--- src/design/assert_macros.svh ---
// assertion macros shared by the deframer rtl
`ifndef ASSERT_MACROS_SVH
`define ASSERT_MACROS_SVH

// condition must hold at every clock edge outside reset
`define TMD_ASSERT_ALWAYS(label, clk, rstn, cond, msg) \
    label: assert property (@(posedge clk) disable iff (!rstn) (cond)) else $error(msg);

// consequent must hold in the same cycle as the antecedent
`define TMD_ASSERT_IMPLY(label, clk, rstn, ante, cons, msg) \
    label: assert property (@(posedge clk) disable iff (!rstn) (ante) |-> (cons)) \
        else $error(msg);

`endif

--- src/design/tmd_pkg.sv ---
// package: phase, event and error codes, result type and layout functions
`timescale 1ns / 1ps
`default_nettype none

package tmd_pkg;

    typedef logic [3:0] phase_t;

    localparam phase_t PH_KIND     = 4'd0;
    localparam phase_t PH_FLAGS    = 4'd1;
    localparam phase_t PH_ID       = 4'd2;
    localparam phase_t PH_EXTRA    = 4'd3;
    localparam phase_t PH_ROUTELEN = 4'd4;
    localparam phase_t PH_METALEN  = 4'd5;
    localparam phase_t PH_BODYLEN  = 4'd6;
    localparam phase_t PH_NFRAMES  = 4'd7;
    localparam phase_t PH_FRAMELEN = 4'd8;
    localparam phase_t PH_ROUTE    = 4'd9;
    localparam phase_t PH_META     = 4'd10;
    localparam phase_t PH_BODY     = 4'd11;
    localparam phase_t PH_FRAMES   = 4'd12;
    localparam phase_t PH_DONE     = 4'd13;

    localparam logic [2:0] EV_HDR   = 3'd0;
    localparam logic [2:0] EV_ROUTE = 3'd1;
    localparam logic [2:0] EV_META  = 3'd2;
    localparam logic [2:0] EV_BODY  = 3'd3;
    localparam logic [2:0] EV_FBYTE = 3'd4;
    localparam logic [2:0] EV_FEND  = 3'd5;
    localparam logic [2:0] EV_MEND  = 3'd6;
    localparam logic [2:0] EV_ERR   = 3'd7;

    localparam logic [1:0] ERR_NONE   = 2'd0;
    localparam logic [1:0] ERR_KIND   = 2'd1;
    localparam logic [1:0] ERR_FRAMES = 2'd2;

    localparam logic [7:0] KIND_LAST = 8'd11;

    // flag bits after the flags byte is shifted down by five
    localparam int FLAG_META        = 2;
    localparam int FLAG_HAS_BODY    = 1;
    localparam int FLAG_HAS_NFRAMES = 0;

    typedef struct packed {
        logic [2:0]  ev;
        logic [3:0]  kind;
        logic [3:0]  fid;
        logic [31:0] val;
        logic [5:0]  fnum;
        logic [1:0]  err;
    } res_t;

    typedef struct packed {
        logic valid;
        logic last;
        res_t res;
    } push_t;

    function automatic res_t mk_res(input logic [2:0] ev, input logic [3:0] kind,
                                    input logic [3:0] fid, input logic [31:0] val,
                                    input logic [5:0] fnum, input logic [1:0] err);
        res_t r;
        r.ev   = ev;
        r.kind = kind;
        r.fid  = fid;
        r.val  = val;
        r.fnum = fnum;
        r.err  = err;
        return r;
    endfunction

    // bytes in each header field
    function automatic logic [2:0] field_size(input phase_t ph);
        logic [2:0] s;
        case (ph)
            PH_ID, PH_EXTRA, PH_METALEN, PH_BODYLEN, PH_FRAMELEN: s = 3'd4;
            PH_ROUTELEN, PH_NFRAMES:                             s = 3'd2;
            default:                                             s = 3'd1;
        endcase
        return s;
    endfunction

    // phase that follows ph in the layout of kind k
    function automatic phase_t next_phase(input logic [3:0] k, input phase_t ph);
        phase_t n;
        n = PH_DONE;
        case (ph)
            PH_KIND: begin
                case (k) inside
                    4'd1, 4'd2, [4'd4:4'd11]: n = PH_FLAGS;
                    default:                  n = PH_DONE;
                endcase
            end
            PH_FLAGS: begin
                case (k) inside
                    4'd1, 4'd2:    n = PH_EXTRA;
                    [4'd4:4'd11]:  n = PH_ID;
                    default:       n = PH_DONE;
                endcase
            end
            PH_ID: begin
                case (k) inside
                    4'd4, 4'd6, 4'd9, 4'd10: n = PH_EXTRA;
                    4'd7, 4'd8:              n = PH_ROUTELEN;
                    4'd11:                   n = PH_METALEN;
                    default:                 n = PH_DONE;
                endcase
            end
            PH_EXTRA: begin
                case (k) inside
                    4'd1, 4'd2, 4'd4: n = PH_METALEN;
                    4'd9, 4'd10:      n = PH_ROUTELEN;
                    default:          n = PH_DONE;
                endcase
            end
            PH_ROUTELEN: n = PH_METALEN;
            PH_METALEN: begin
                case (k) inside
                    4'd1, 4'd2, 4'd4: n = PH_BODYLEN;
                    default:          n = PH_NFRAMES;
                endcase
            end
            PH_BODYLEN:  n = PH_META;
            PH_NFRAMES:  n = PH_FRAMELEN;
            PH_FRAMELEN: n = PH_ROUTE;
            PH_ROUTE:    n = PH_META;
            PH_META: begin
                case (k) inside
                    4'd1, 4'd2, 4'd4: n = PH_BODY;
                    default:          n = PH_FRAMES;
                endcase
            end
            default: n = PH_DONE;
        endcase
        return n;
    endfunction

endpackage

`default_nettype wire

--- src/design/tagged_message_deframer_core.sv ---
// Tagged message deframer core.
// Input channel (s_valid/s_ready/s_data_byte) takes one stream byte per request.
// Result channel (m_valid/m_ready/m_*) gives header events, tagged payload
// bytes, frame-end marks, a message-end mark and errors; m_last flags the final
// result caused by one byte. A byte that completes no field gives no result.
// m_valid is driven from the output register; a byte passes through the input
// queue and the parser before its result reaches that register.
// Payload bytes and partial header bytes sustain one byte a cycle while the result side does not stall.
// After a completed header field the sequencer walks the layout one phase at a time
// (absent sections included), each frame length lookup passes through SQ_SETRD and SQ_SETCK, and
// each result beyond the first of a byte takes a sequencer step of its own; the parser
// sequencer emits at most one result a cycle.
// A four-entry input queue keeps taking bytes while the parser works or the
// result side stalls; when m_ready is low the output register holds its result
// and the parser waits, and the queue fills before s_ready drops.
// Reset (aresetn low, synchronous) empties the queue and the output register
// and returns the parser to waiting for a kind byte; no clearing pass is needed.
`timescale 1ns / 1ps
`default_nettype none

`include "assert_macros.svh"

module tagged_message_deframer_core #(
    parameter int MAX_FRAMES = 32
) (
    input  wire logic        aclk,
    input  wire logic        aresetn,
    input  wire logic        s_valid,
    output logic             s_ready,
    input  wire logic [7:0]  s_data_byte,
    output logic             m_valid,
    input  wire logic        m_ready,
    output logic [2:0]       m_event_res,
    output logic [3:0]       m_msg_kind,
    output logic [3:0]       m_field_id,
    output logic [31:0]      m_value,
    output logic [5:0]       m_frame_number,
    output logic [1:0]       m_error_code,
    output logic             m_last
);

    logic            q_valid, q_ready;
    logic [7:0]      q_data;
    logic            out_free;
    tmd_pkg::push_t  push;

    logic            m_valid_reg;
    logic            m_last_reg;
    tmd_pkg::res_t   m_res_reg;

    // front: byte queue
    tmd_infifo u_front (
        .aclk      (aclk),
        .aresetn   (aresetn),
        .in_valid  (s_valid),
        .in_ready  (s_ready),
        .in_data   (s_data_byte),
        .out_valid (q_valid),
        .out_ready (q_ready),
        .out_data  (q_data)
    );

    // back: parser
    tmd_parse #(
        .MAX_FRAMES (MAX_FRAMES)
    ) u_back (
        .aclk     (aclk),
        .aresetn  (aresetn),
        .in_valid (q_valid),
        .in_ready (q_ready),
        .in_data  (q_data),
        .out_free (out_free),
        .push     (push)
    );

    // output register
    assign out_free = !m_valid_reg || m_ready;

    always_ff @(posedge aclk) begin
        if (!aresetn) begin
            m_valid_reg <= 1'b0;
        end else if (push.valid) begin
            m_valid_reg <= 1'b1;
        end else if (m_ready) begin
            m_valid_reg <= 1'b0;
        end
    end

    always_ff @(posedge aclk) begin
        if (push.valid) begin
            m_res_reg  <= push.res;
            m_last_reg <= push.last;
        end
    end

    assign m_valid        = m_valid_reg;
    assign m_event_res    = m_res_reg.ev;
    assign m_msg_kind     = m_res_reg.kind;
    assign m_field_id     = m_res_reg.fid;
    assign m_value        = m_res_reg.val;
    assign m_frame_number = m_res_reg.fnum;
    assign m_error_code   = m_res_reg.err;
    assign m_last         = m_last_reg;

    // checks
    `TMD_ASSERT_IMPLY(a_err_last, aclk, aresetn, m_valid && m_event_res == tmd_pkg::EV_ERR, m_last, "error result not last")
    `TMD_ASSERT_IMPLY(a_mend_last, aclk, aresetn, m_valid && m_event_res == tmd_pkg::EV_MEND, m_last, "message end not last")
    `TMD_ASSERT_IMPLY(a_payload_tags, aclk, aresetn, m_valid && (m_event_res == tmd_pkg::EV_ROUTE || m_event_res == tmd_pkg::EV_META || m_event_res == tmd_pkg::EV_BODY), m_frame_number == 6'd0 && m_field_id == 4'd0 && m_error_code == tmd_pkg::ERR_NONE, "payload tags wrong")
    `TMD_ASSERT_ALWAYS(a_no_overrun, aclk, aresetn, !(push.valid && m_valid_reg && !m_ready), "result overwritten")

endmodule

`default_nettype wire

--- src/design/tmd_infifo.sv ---
// front: four-entry byte queue between the link and the parser
`timescale 1ns / 1ps
`default_nettype none

module tmd_infifo (
    input  wire logic       aclk,
    input  wire logic       aresetn,
    input  wire logic       in_valid,
    output logic            in_ready,
    input  wire logic [7:0] in_data,
    output logic            out_valid,
    input  wire logic       out_ready,
    output logic [7:0]      out_data
);

    logic [7:0] mem [4];
    logic [1:0] wr_ptr_reg, wr_ptr_next;
    logic [1:0] rd_ptr_reg, rd_ptr_next;
    logic [2:0] count_reg, count_next;
    logic       push, pop;

    // handshake and pointer update
    assign in_ready  = (count_reg != 3'd4);
    assign out_valid = (count_reg != 3'd0);
    assign out_data  = mem[rd_ptr_reg];
    assign push      = in_valid && in_ready;
    assign pop       = out_valid && out_ready;

    always_comb begin
        wr_ptr_next = push ? wr_ptr_reg + 2'd1 : wr_ptr_reg;
        rd_ptr_next = pop ? rd_ptr_reg + 2'd1 : rd_ptr_reg;
        count_next  = count_reg + {2'b0, push} - {2'b0, pop};
    end

    always_ff @(posedge aclk) begin
        if (!aresetn) begin
            wr_ptr_reg <= '0;
            rd_ptr_reg <= '0;
            count_reg  <= '0;
        end else begin
            wr_ptr_reg <= wr_ptr_next;
            rd_ptr_reg <= rd_ptr_next;
            count_reg  <= count_next;
        end
    end

    // byte storage
    always_ff @(posedge aclk) begin
        if (push) begin
            mem[wr_ptr_reg] <= in_data;
        end
    end

endmodule

`default_nettype wire

--- src/design/tmd_parse.sv ---
// back: message parser sequencer with frame length store and result hold stage
`timescale 1ns / 1ps
`default_nettype none

module tmd_parse #(
    parameter int MAX_FRAMES = 32
) (
    input  wire logic         aclk,
    input  wire logic         aresetn,
    input  wire logic         in_valid,
    output logic              in_ready,
    input  wire logic [7:0]   in_data,
    input  wire logic         out_free,
    output tmd_pkg::push_t    push
);

    localparam int IDXW = (MAX_FRAMES > 1) ? $clog2(MAX_FRAMES) : 1;
    localparam logic [31:0] MAXF32 = 32'(MAX_FRAMES);
    localparam logic [5:0]  MAXF6  = 6'(MAX_FRAMES);

    typedef enum logic [2:0] {
        SQ_IDLE, SQ_ENTER, SQ_SETRD, SQ_SETCK, SQ_FEND, SQ_FLUSH
    } sq_t;

    sq_t               sq_reg, sq_next;
    tmd_pkg::phase_t   phase_reg, phase_next;
    tmd_pkg::phase_t   ent_ph_reg, ent_ph_next;
    logic [3:0]        kind_reg, kind_next;
    logic [2:0]        flags_reg, flags_next;
    logic [1:0]        bif_reg, bif_next;
    logic [31:0]       accum_reg, accum_next;
    logic [15:0]       route_left_reg, route_left_next;
    logic [31:0]       meta_left_reg, meta_left_next;
    logic [31:0]       body_left_reg, body_left_next;
    logic [5:0]        ftotal_reg, ftotal_next;
    logic [5:0]        fcursor_reg, fcursor_next;
    logic [31:0]       fleft_reg, fleft_next;
    logic              hold_valid_reg, hold_valid_next;
    tmd_pkg::res_t     hold_reg, hold_next;

    logic [31:0]       store [MAX_FRAMES];
    logic [31:0]       rd_data_reg;

    logic              put, fin, stall, store_we;
    tmd_pkg::res_t     put_res;
    logic [31:0]       acc;
    logic [2:0]        cnt;
    logic              field_done;
    logic              skip;

    // sequencer next state
    always_comb begin
        sq_next         = sq_reg;
        phase_next      = phase_reg;
        ent_ph_next     = ent_ph_reg;
        kind_next       = kind_reg;
        flags_next      = flags_reg;
        bif_next        = bif_reg;
        accum_next      = accum_reg;
        route_left_next = route_left_reg;
        meta_left_next  = meta_left_reg;
        body_left_next  = body_left_reg;
        ftotal_next     = ftotal_reg;
        fcursor_next    = fcursor_reg;
        fleft_next      = fleft_reg;
        put             = 1'b0;
        put_res         = '0;
        fin             = 1'b0;
        store_we        = 1'b0;
        skip            = 1'b0;
        acc             = accum_reg | (32'(in_data) << {bif_reg, 3'b000});
        cnt             = {1'b0, bif_reg} + 3'd1;
        field_done      = (cnt >= tmd_pkg::field_size(phase_reg));

        unique case (sq_reg)
            SQ_IDLE: begin
                if (in_valid) begin
                    case (phase_reg)
                        tmd_pkg::PH_KIND: begin
                            if (in_data == 8'd0 || in_data > tmd_pkg::KIND_LAST) begin
                                kind_next = '0;
                                put       = 1'b1;
                                put_res   = tmd_pkg::mk_res(tmd_pkg::EV_ERR, 4'd0,
                                    tmd_pkg::PH_KIND, 32'(in_data), 6'd0,
                                    tmd_pkg::ERR_KIND);
                                fin       = 1'b1;
                            end else begin
                                flags_next      = '0;
                                bif_next        = '0;
                                accum_next      = '0;
                                route_left_next = '0;
                                meta_left_next  = '0;
                                body_left_next  = '0;
                                ftotal_next     = '0;
                                fcursor_next    = '0;
                                fleft_next      = '0;
                                kind_next       = in_data[3:0];
                                put             = 1'b1;
                                put_res         = tmd_pkg::mk_res(tmd_pkg::EV_HDR,
                                    in_data[3:0], tmd_pkg::PH_KIND, 32'(in_data), 6'd0,
                                    tmd_pkg::ERR_NONE);
                                ent_ph_next     = tmd_pkg::next_phase(in_data[3:0],
                                    tmd_pkg::PH_KIND);
                                sq_next         = SQ_ENTER;
                            end
                        end
                        tmd_pkg::PH_ROUTE: begin
                            put             = 1'b1;
                            put_res         = tmd_pkg::mk_res(tmd_pkg::EV_ROUTE, kind_reg,
                                4'd0, 32'(in_data), 6'd0, tmd_pkg::ERR_NONE);
                            route_left_next = route_left_reg - 16'd1;
                            if (route_left_reg == 16'd1) begin
                                ent_ph_next = tmd_pkg::next_phase(kind_reg, tmd_pkg::PH_ROUTE);
                                sq_next     = SQ_ENTER;
                            end else begin
                                fin = 1'b1;
                            end
                        end
                        tmd_pkg::PH_META: begin
                            put            = 1'b1;
                            put_res        = tmd_pkg::mk_res(tmd_pkg::EV_META, kind_reg,
                                4'd0, 32'(in_data), 6'd0, tmd_pkg::ERR_NONE);
                            meta_left_next = meta_left_reg - 32'd1;
                            if (meta_left_reg == 32'd1) begin
                                ent_ph_next = tmd_pkg::next_phase(kind_reg, tmd_pkg::PH_META);
                                sq_next     = SQ_ENTER;
                            end else begin
                                fin = 1'b1;
                            end
                        end
                        tmd_pkg::PH_BODY: begin
                            put            = 1'b1;
                            put_res        = tmd_pkg::mk_res(tmd_pkg::EV_BODY, kind_reg,
                                4'd0, 32'(in_data), 6'd0, tmd_pkg::ERR_NONE);
                            body_left_next = body_left_reg - 32'd1;
                            if (body_left_reg == 32'd1) begin
                                ent_ph_next = tmd_pkg::next_phase(kind_reg, tmd_pkg::PH_BODY);
                                sq_next     = SQ_ENTER;
                            end else begin
                                fin = 1'b1;
                            end
                        end
                        tmd_pkg::PH_FRAMES: begin
                            put        = 1'b1;
                            put_res    = tmd_pkg::mk_res(tmd_pkg::EV_FBYTE, kind_reg,
                                4'd0, 32'(in_data), fcursor_reg, tmd_pkg::ERR_NONE);
                            fleft_next = fleft_reg - 32'd1;
                            if (fleft_reg == 32'd1) begin
                                sq_next = SQ_FEND;
                            end else begin
                                fin = 1'b1;
                            end
                        end
                        tmd_pkg::PH_FLAGS, tmd_pkg::PH_ID, tmd_pkg::PH_EXTRA,
                        tmd_pkg::PH_ROUTELEN, tmd_pkg::PH_METALEN, tmd_pkg::PH_BODYLEN,
                        tmd_pkg::PH_NFRAMES, tmd_pkg::PH_FRAMELEN: begin
                            if (!field_done) begin
                                accum_next = acc;
                                bif_next   = bif_reg + 2'd1;
                                fin        = 1'b1;
                            end else begin
                                bif_next    = '0;
                                accum_next  = '0;
                                put         = 1'b1;
                                put_res     = tmd_pkg::mk_res(tmd_pkg::EV_HDR, kind_reg,
                                    phase_reg, acc, 6'd0, tmd_pkg::ERR_NONE);
                                ent_ph_next = tmd_pkg::next_phase(kind_reg, phase_reg);
                                sq_next     = SQ_ENTER;
                                case (phase_reg)
                                    tmd_pkg::PH_FLAGS:    flags_next = in_data[7:5];
                                    tmd_pkg::PH_ROUTELEN: route_left_next = acc[15:0];
                                    tmd_pkg::PH_METALEN:  meta_left_next = acc;
                                    tmd_pkg::PH_BODYLEN:  body_left_next = acc;
                                    tmd_pkg::PH_NFRAMES: begin
                                        if (acc > MAXF32) begin
                                            // too many frames: drop the message
                                            put_res         = tmd_pkg::mk_res(
                                                tmd_pkg::EV_ERR, kind_reg,
                                                tmd_pkg::PH_NFRAMES, acc, 6'd0,
                                                tmd_pkg::ERR_FRAMES);
                                            kind_next       = '0;
                                            flags_next      = '0;
                                            route_left_next = '0;
                                            meta_left_next  = '0;
                                            body_left_next  = '0;
                                            ftotal_next     = '0;
                                            fcursor_next    = '0;
                                            fleft_next      = '0;
                                            phase_next      = tmd_pkg::PH_KIND;
                                            sq_next         = SQ_IDLE;
                                            fin             = 1'b1;
                                        end else begin
                                            ftotal_next = acc[5:0];
                                        end
                                    end
                                    tmd_pkg::PH_FRAMELEN: begin
                                        store_we     = (fcursor_reg < MAXF6);
                                        put_res.fnum = fcursor_reg;
                                        fcursor_next = fcursor_reg + 6'd1;
                                        if (fcursor_reg + 6'd1 < ftotal_reg) begin
                                            sq_next = SQ_IDLE;
                                            fin     = 1'b1;
                                        end
                                    end
                                    default: ;
                                endcase
                            end
                        end
                        default: begin
                            kind_next       = '0;
                            flags_next      = '0;
                            bif_next        = '0;
                            accum_next      = '0;
                            route_left_next = '0;
                            meta_left_next  = '0;
                            body_left_next  = '0;
                            ftotal_next     = '0;
                            fcursor_next    = '0;
                            fleft_next      = '0;
                            phase_next      = tmd_pkg::PH_KIND;
                            fin             = 1'b1;
                        end
                    endcase
                end
            end
            // walk the layout one phase per cycle unless stalled, skipping absent sections
            SQ_ENTER: begin
                if (ent_ph_reg == tmd_pkg::PH_DONE) begin
                    put             = 1'b1;
                    put_res         = tmd_pkg::mk_res(tmd_pkg::EV_MEND, kind_reg, 4'd0,
                        32'd0, 6'd0, tmd_pkg::ERR_NONE);
                    kind_next       = '0;
                    flags_next      = '0;
                    bif_next        = '0;
                    accum_next      = '0;
                    route_left_next = '0;
                    meta_left_next  = '0;
                    body_left_next  = '0;
                    ftotal_next     = '0;
                    fcursor_next    = '0;
                    fleft_next      = '0;
                    phase_next      = tmd_pkg::PH_KIND;
                    sq_next         = SQ_FLUSH;
                end else if (ent_ph_reg == tmd_pkg::PH_FRAMES) begin
                    fcursor_next = '0;
                    sq_next      = SQ_SETRD;
                end else begin
                    case (ent_ph_reg)
                        tmd_pkg::PH_METALEN: skip = !flags_reg[tmd_pkg::FLAG_META];
                        tmd_pkg::PH_BODYLEN: skip = !flags_reg[tmd_pkg::FLAG_HAS_BODY];
                        tmd_pkg::PH_NFRAMES: begin
                            if (!flags_reg[tmd_pkg::FLAG_HAS_BODY]) begin
                                ftotal_next = 6'd0;
                                skip        = 1'b1;
                            end else if (!flags_reg[tmd_pkg::FLAG_HAS_NFRAMES]) begin
                                ftotal_next = 6'd1;
                                skip        = 1'b1;
                            end
                        end
                        tmd_pkg::PH_FRAMELEN: begin
                            fcursor_next = '0;
                            skip         = (ftotal_reg == 6'd0);
                        end
                        tmd_pkg::PH_ROUTE: skip = (route_left_reg == 16'd0);
                        tmd_pkg::PH_META:  skip = (meta_left_reg == 32'd0);
                        tmd_pkg::PH_BODY:  skip = (body_left_reg == 32'd0);
                        default:           skip = 1'b0;
                    endcase
                    if (skip) begin
                        ent_ph_next = tmd_pkg::next_phase(kind_reg, ent_ph_reg);
                    end else begin
                        phase_next = ent_ph_reg;
                        bif_next   = '0;
                        accum_next = '0;
                        fin        = 1'b1;
                        sq_next    = SQ_IDLE;
                    end
                end
            end
            // look up the length of the frame under the cursor
            SQ_SETRD: begin
                if (fcursor_reg < ftotal_reg && fcursor_reg < MAXF6) begin
                    sq_next = SQ_SETCK;
                end else begin
                    ent_ph_next = tmd_pkg::next_phase(kind_reg, tmd_pkg::PH_FRAMES);
                    sq_next     = SQ_ENTER;
                end
            end
            SQ_SETCK: begin
                if (rd_data_reg == 32'd0) begin
                    put          = 1'b1;
                    put_res      = tmd_pkg::mk_res(tmd_pkg::EV_FEND, kind_reg, 4'd0,
                        32'd0, fcursor_reg, tmd_pkg::ERR_NONE);
                    fcursor_next = fcursor_reg + 6'd1;
                    sq_next      = SQ_SETRD;
                end else begin
                    fleft_next = rd_data_reg;
                    phase_next = tmd_pkg::PH_FRAMES;
                    bif_next   = '0;
                    accum_next = '0;
                    fin        = 1'b1;
                    sq_next    = SQ_IDLE;
                end
            end
            SQ_FEND: begin
                put          = 1'b1;
                put_res      = tmd_pkg::mk_res(tmd_pkg::EV_FEND, kind_reg, 4'd0, 32'd0,
                    fcursor_reg, tmd_pkg::ERR_NONE);
                fcursor_next = fcursor_reg + 6'd1;
                sq_next      = SQ_SETRD;
            end
            SQ_FLUSH: begin
                fin     = 1'b1;
                sq_next = SQ_IDLE;
            end
            default: sq_next = SQ_IDLE;
        endcase
    end

    // hold stage: a result not known to be last waits until the next one shows whether it is the last
    always_comb begin
        push            = '0;
        hold_valid_next = hold_valid_reg;
        hold_next       = hold_reg;
        if (put && fin) begin
            push.valid = 1'b1;
            push.last  = 1'b1;
            push.res   = put_res;
        end else if (put) begin
            push.valid      = hold_valid_reg;
            push.res        = hold_reg;
            hold_valid_next = 1'b1;
            hold_next       = put_res;
        end else if (fin) begin
            push.valid      = hold_valid_reg;
            push.last       = 1'b1;
            push.res        = hold_reg;
            hold_valid_next = 1'b0;
        end
        stall = push.valid && !out_free;
        if (stall) begin
            push.valid = 1'b0;
        end
    end

    assign in_ready = (sq_reg == SQ_IDLE) && !stall;

    // state and registered values
    always_ff @(posedge aclk) begin
        if (!aresetn) begin
            sq_reg         <= SQ_IDLE;
            phase_reg      <= tmd_pkg::PH_KIND;
            ent_ph_reg     <= tmd_pkg::PH_KIND;
            kind_reg       <= '0;
            flags_reg      <= '0;
            bif_reg        <= '0;
            accum_reg      <= '0;
            route_left_reg <= '0;
            meta_left_reg  <= '0;
            body_left_reg  <= '0;
            ftotal_reg     <= '0;
            fcursor_reg    <= '0;
            fleft_reg      <= '0;
            hold_valid_reg <= 1'b0;
            hold_reg       <= '0;
        end else if (!stall) begin
            sq_reg         <= sq_next;
            phase_reg      <= phase_next;
            ent_ph_reg     <= ent_ph_next;
            kind_reg       <= kind_next;
            flags_reg      <= flags_next;
            bif_reg        <= bif_next;
            accum_reg      <= accum_next;
            route_left_reg <= route_left_next;
            meta_left_reg  <= meta_left_next;
            body_left_reg  <= body_left_next;
            ftotal_reg     <= ftotal_next;
            fcursor_reg    <= fcursor_next;
            fleft_reg      <= fleft_next;
            hold_valid_reg <= hold_valid_next;
            hold_reg       <= hold_next;
        end
    end

    // frame length store, registered read at the cursor
    always_ff @(posedge aclk) begin
        if (store_we && !stall) begin
            store[fcursor_reg[IDXW-1:0]] <= acc;
        end
        rd_data_reg <= store[fcursor_reg[IDXW-1:0]];
    end

endmodule

`default_nettype wire
--- config.mk ---
export PLATFORM = sky130hd
export DESIGN_NAME = tagged_message_deframer_core
export DESIGN_NICKNAME = d
export VERILOG_FILES = /design/src/design/tmd_pkg.sv /design/src/design/tagged_message_deframer_core.sv /design/src/design/tmd_infifo.sv /design/src/design/tmd_parse.sv
export VERILOG_INCLUDE_DIRS = /design/src /design/src/design
export SDC_FILE = /design/constraint.sdc
export NUM_CORES = 2
export LEC_CHECK = 0
export BUFFER_PORTS_ARGS = -buffer_cell sky130_fd_sc_hd__buf_2
export CAP_MARGIN = 40
export CORE_ASPECT_RATIO = 1.75
export CORE_UTILIZATION = 43
export DETAILED_ROUTE_END_ITERATION = 10
export PLACE_DENSITY_LB_ADDON = 0.05
export SLEW_MARGIN = 20
export SYNTH_ARGS = -nofsm -noshare
export SYNTH_HDL_FRONTEND = slang
export SYNTH_SLANG_ARGS = --single-unit
--- constraint.sdc ---
create_clock -name aclk -period 11.05 [get_ports aclk]
set_clock_uncertainty 0.2 [all_clocks]
set_input_delay 2.21 -clock aclk [delete_from_list [all_inputs] [get_ports aclk]]
set_output_delay 2.21 -clock aclk [all_outputs]
set_load 0.005 [all_outputs]
======== Word-level counts from Yosys, hierarchy flattened ========
Memory sizes are Yosys's and may differ from the RTL's. A register that Yosys moved wholly into a read port is not among the register bits.
Cells that the tools add are included.
storage, ports and cells
  output and inout port bits .............. 54
  memory bits (writable) .................. 1056
  logic and storage cells ................. 395
  memories ................................ 2
  bits in registers ....................... 288
  input port bits ......................... 12
cells by class
  reductions and logical operators ........ 63
  $lt $le $gt $ge ......................... 10
  bitwise logic cells ..................... 3
  eq/ne operators ......................... 82
  shifts and indexed selects .............. 1
  add/subtract/negate cells ............... 11
  muxes and demuxes ....................... 192
memories
  name          words  width  read ports  clocked after Yosys merged registers in  wr ports  RTL line          source
  u_back.store  32     32     1           1                                        1         tmd_parse.sv:41   logic [31:0] store [MAX_FRAMES];
  u_front.mem   4      8      1           1                                        1         tmd_infifo.sv:16  logic [7:0] mem [4];
operator list
  kind                                                                     number
  32-bit 2-to-1 mux                                                        17
  32-bit one-hot mux with 4 select lines                                   3
  51-bit 2-to-1 mux                                                        7
  51-bit one-hot mux with 6 select lines                                   1
  32-bit one-hot mux with 3 select lines                                   3
  32-bit one-hot mux with 2 select lines                                   4
  51-bit one-hot mux with 4 select lines                                   1
  4-bit 2-to-1 mux                                                         30
  53-bit 2-to-1 mux                                                        2
  6-bit 2-to-1 mux                                                         17
  32-bit by 1-bit equality test with 1-bit output (second input constant)  3
  32-bit zero test                                                         3
  32-bit by 1-bit subtractor with 32-bit output (second input constant)    3
  16-bit 2-to-1 mux                                                        5
  16-bit one-hot mux with 2 select lines                                   2
  16-bit one-hot mux with 4 select lines                                   1
  4-bit equality test (second input constant)                              15
  10-bit AND reduction                                                     5
  3-bit 2-to-1 mux                                                         16
  4-bit by 3-bit equality test with 1-bit output (second input constant)   11
  43-bit 2-to-1 mux                                                        1
  1-bit 2-to-1 mux                                                         41
  4-bit one-hot mux with 10 select lines                                   1
  4-bit one-hot mux with 3 select lines                                    3
  other kinds (67)                                                         167

======== Depth between registers and ports, before layout ========
  depth in word-level cells ............... 19
  gate-level depth with buffers ........... 26
  depth with buffers taken out ............ 22

======== Hierarchy ========
Synthesis repeated with hierarchy kept, for this count alone.
second synthesis, totals
  cells, all modules ...................... 3870
  area, all modules ....................... 57599.0 um2
by module, submodules not included
  module                        times used  sequential area each (um2)  area an instance (um2)  cells an instance
  tmd_parse                     1           35954.5                     54348.4                 3724
  tmd_infifo                    1           1141.1                      1640.3                  90
  tagged_message_deframer_core  1           1581.5                      1610.3                  56

======== Worst setup path before layout ========
No wires, ideal clock.
  path type ............................... register to register
  from .................................... reg u_back.phase_reg[3]
  to ...................................... mem u_back.store[15][0] (enable)
  cell stages (with the launch flop) ...... 23
  path buffers ............................ 5
  data required time ...................... 10389 ps
  data arrival time ....................... 6548 ps
  clock period less this slack ............ 7209 ps
  setup slack ............................. 3841 ps
  library setup time ...................... 461 ps
  cell sequence ........................... dfxtp_1 clkbuf_1 clkbuf_1 buf_1 clkbuf_1 mux2i_1 o22a_1 and2_1 ha_1 nand2b_1 a21o_1 a211oi_1 o22a_1 o21a_1 inv_1 ha_1 clkbuf_1 inv_1 o211a_1 o211ai_2 nand2_1 nand3_1 nor3_1
on the way
  elaborated cells on any way between the ends .. 42
  classes of those cells .................. 1 x order compare; 12 x eq/ne; 20 x mux; 9 x reduce/logical
RTL lines
  item                                                                    RTL line                            source
  start: declaration                                                      tmd_parse.sv:26                     tmd_pkg::phase_t phase_reg, phase_next;
  start signal: assignment                                                tmd_parse.sv:352                    phase_reg <= tmd_pkg::PH_KIND;
  start signal: assignment                                                tmd_parse.sv:368                    phase_reg <= phase_next;
  4-bit by 2-bit equality test with 1-bit output (tied with other cells)  tmd_pkg.sv:75, tmd_parse.sv:78
  5-bit OR reduction / 2-bit OR reduction (equally long branches)         tmd_pkg.sv:75                       case (ph)
  3-bit one-hot mux with 2 select lines                                   tmd_pkg.sv:75
  3-bit >= comparator                                                     tmd_parse.sv:73                     field_done = (cnt >= tmd_pkg::field_size(phase_reg));
  1-bit 2-to-1 mux                                                        tmd_parse.sv:157                    if (!field_done) begin
  1-bit one-hot mux with 2 select lines *                                 tmd_parse.sv:78                     case (phase_reg)
  1-bit 2-to-1 mux *                                                      tmd_parse.sv:77                     if (in_valid) begin
  1-bit one-hot mux with 4 select lines *                                 tmd_parse.sv:75                     unique case (sq_reg)
  via u_back.put                                                          tmd_parse.sv:44                     logic put, fin, stall, store_we;
  1-bit 2-to-1 mux / 1-bit logical AND (equally long branches)            tmd_parse.sv:329, tmd_parse.sv:325
  53-bit 2-to-1 mux *                                                     tmd_parse.sv:325                    if (put && fin) begin
  1-bit logical AND *                                                     tmd_parse.sv:340                    stall = push.valid && !out_free;
  1-bit zero test *                                                       tmd_parse.sv:387                    if (store_we && !stall) begin
  1-bit logical AND *                                                     tmd_parse.sv:387
  1-bit 2-to-1 mux *                                                      tmd_parse.sv:387
  1-bit 2-to-1 mux (implied by the code) *                                tmd_parse.sv:388                    store[fcursor_reg[IDXW-1:0]] <= acc;
  end: declaration                                                        tmd_parse.sv:41
Mark *: on every way through the listed nets, which the timed path passes. The rest lies on a longest branch.

==> key figures <==
Status
  • Status: complete, no violations

Floorplanning
  • Ports: 66
  • Total core area: 0.1327 mm2
  • Initial core utilization: 43.30%
  • Die Wd: 278.3 um
  • Die area: 0.1351 mm2
  • Die Span Y: 485.5 um
  • # rows: 177

Synth
  • Synthesis-stage register bit count: 1378
  • Synth area leader: edfxtp_1
  • Post-synth top cells: edfxtp_1, dfxtp_1, mux4_2, nand2_1, nor2_1
  • Ys Warns: 0
  • Synth Instances: 3823
  • Post-synthesis sequential area ratio: 67.33%
  • Area share of the leading cell type in the synthesized netlist: 57.92%
  • Synth unique cells: 86
  • Async set-reset flop share out of synthesis: 0%
  • Ranking of synthesized cells by area: edfxtp_1, mux4_2, dfxtp_1
  • Avg Inst Size Synth: 15.03 um2
  • Syn Std Cell Area: 0.05745 mm2
  • EDFF count, synth: 1108
  • Syn_nets: 3877
  • Synth Flop Type: edfxtp_1
  • Most common cell in the synthesized netlist: edfxtp_1

Critical path
  • Crit path to: u_back.store[3][25]$_DFFE_PP_
  • Worst r2r dst: u_back.store[3][25]$_DFFE_PP_
  • FF-to-FF path depth: 16
  • Worst Path Arrival: 7490 ps
  • Worst Setup Start Kind: register
  • Required time worst endpoint: 11250 ps
  • Worst setup path class: reg2reg
  • Reg2Reg Setup Slack: 3760 ps
  • Worst Path Max Fanout: 26
  • Critical Path End Type: register

Detailed routing
  • Pre-antenna DRT Iters: 6
  • Final ANT Viol Nets: 0
  • Residual DRC count: 0
  • Vias/cell: 6.038
  • Total Wirelength: 173900 um
  • Vias: 34697
  • Wire length per cell: 30.27 um
  • Drt initial violations: 2912

Power
  • Comb pwr share: 25.5%
  • P_leak: 0.02062 uW
  • Internal cell power: 9791 uW
  • Total power: 14500 uW
  • Switching Share: 32.47%
  • Sequential Power Share: 42.8%
  • Net Sw Power: 4708 uW
  • Maximum VDD drop: 0.1745 mV
  • Clock power frac: 31.7%
  • Power density over the cells: 222.5 mW/mm2

STA
  • Final min period: 7289 ps
  • Post-route setup TNS: 0 ps
  • Final Max Tran Viols: 0
  • Period utilization: 65.96%
  • Max Fclk: 137.2 MHz
  • Hold Fails Final Rpt: 0
  • RSZ-0062 raised after global routing: false
  • Worst-Margin Slew: 898.8 ps
  • Slew Limit Headroom: 39.53%
  • Setup violations, final: 0

Clock tree
  • Clk slew on worst S/H paths: 70 ps
  • TritonCTS clock tree: done
  • Clock sink count: 1378
  • CTS resizes: 0
  • Worst skew pair latency: 770 ps
  • # hold bufs at CTS: 0
  • TritonCTS Buffers: 134
  • CTS root buf: clkbuf_16
  • Setup bufs post-CTS: 0
  • Clk buf depth: 3
  • H-Tree Depth: 4

Global route
  • Total track usage: 25.88%
  • Pin count of the biggest net entering global routing: 86
  • Initial antenna violation count: 2
  • Vias in the first global route: 35769
  • GRT overflow: 0
  • Global-route wire length before repair: 251900 um

Cells and area
  • Max reg flops: 1024
  • Area grow syn2layout: 13.41%
  • Nets: 3993
  • Layout cell share with drive strength beyond 1: 19.61%
  • Final Core Density: 49.11%

Job
  • Max-cap violations: 0

Place
  • Buffers on Ports: 65
  • GPL Wtd Cong: 0.9225
  • DP Wirelength: 119200 um

Min path
  • Hold Crit Class: reg2reg
[metrics by stage]
step	hold slack (ps)	area [um2]	setup WS [ps]	cells
after global routing	279.6	65150	3222	5746
after floorplan	230.1	57450	3841	3823
after detailed placement	246.5	60690	3616	5496
after global placement	239.2	60070	3415	5458
final	254.3	65150	3761	5746
after CTS	254.9	65030	3607	5737
[power by group through the flow]
stage | combinational (uW) | sequential, uW | clock, uW
final | 3690 | 6200 | 4600
after global routing | 3940 | 6220 | 4870
after floorplan | 2370 | 6220 | 0
after detailed placement | 3650 | 6340 | 0
after CTS | 3660 | 6230 | 4700
after global placement | 3530 | 6340 | 0
[layout make-up]
| cell class | count | area, um2 |
|---|---|---|
| diodes | 2 | 5.005 |
| fillers | 11177 | 67510 |
| flip-flops and latches | 1378 | 38680 |
| inverters | 82 | 307.8 |
| clock buffers | 170 | 3623 |
| multi-input cells | 2113 | 17710 |
| clock inverters | 71 | 716.9 |
| repair buffers | 230 | 1979 |
| well taps | 1700 | 2127 |
[critical path: stages (launching register included)]
cell	delay, ps
dfxtp_1	750
mux4_2	780
a21oi_2	300
inv_1	130
a2111oi_0	340
nor4bb_1	720
and4_1	510
o2111a_1	250
o21ai_0	180
ha_1	260
inv_1	120
o211a_1	190
o211ai_2	200
nand2_1	280
nand3_1	520
nor3_2	670
buf_4	490
[how the worst min path moves through the flow]
stage                                          start                               endpoint  slack, ps  cells past startpoint
6_report            u_back.hold_reg[41]$_SDFFE_PN0P_       u_back.hold_reg[41]$_SDFFE_PN0P_        250                      2
5_1_grt              u_back.hold_reg[1]$_SDFFE_PN0P_        u_back.hold_reg[1]$_SDFFE_PN0P_        280                      2
3_3_place_gp        u_back.hold_reg[40]$_SDFFE_PN0P_       u_back.hold_reg[40]$_SDFFE_PN0P_        240                      2
4_1_cts             u_back.hold_reg[41]$_SDFFE_PN0P_       u_back.hold_reg[41]$_SDFFE_PN0P_        250                      2
2_1_floorplan  u_back.body_left_reg[31]$_SDFFE_PN0P_  u_back.body_left_reg[31]$_SDFFE_PN0P_        230                      2
3_5_place_dp        u_back.hold_reg[41]$_SDFFE_PN0P_       u_back.hold_reg[41]$_SDFFE_PN0P_        250                      2
[cells in the final DEF, fill, tap and decap left out, drive strengths merged, types with 9 or more instances in the layout]
cell type	instances
nor4	46
nor3	101
o2bb2ai	26
and3	9
xor2	36
ha	41
nor3b	11
and2	13
clkinv	49
mux2i	102
a22oi	135
nand2b	13
o211ai	16
or4	11
a32o	10
bufinv	12
a31o	16
or3	22
a211oi	20
clkbuf	170
o21ai	145
dfxtp	270
o41ai	11
a22o	31
o31ai	48
o22ai	13
nand3	95
nand2	242
mux4	264
nand4	49
a31oi	19
edfxtp	1108
nor2	240
nor2b	16
inv	87
buf	230
a21oi	158
xnor2	43
[per-layer routing]
| metal | part of all wire (%) | up-vias | GRT usage, % |
|---|---|---|---|
| met5 | 0 | - | 0 |
| met2 | 54 | 1000 | 48.11 |
| met4 | 5.0 | 0 | 12.20 |
| li1 | - | 15334 | - |
| met3 | 3.5 | 309 | 2.868 |
| met1 | 37 | 18054 | 29.41 |
[logic make-up after synthesis]
kind of cell	Yosys count	share of synthesized area, %
AO/OA/AOI/OAI	718	8.464
buffers and inverters	332	2.270
flip-flops	1378	67.33
multiplexers	374	12.28
adder cells (fa/ha/maj)	42	0.9279
XOR/XNOR	79	1.204
AND/OR/NAND/NOR	900	7.521
Note: power is estimated with default switching activity, not from simulation.
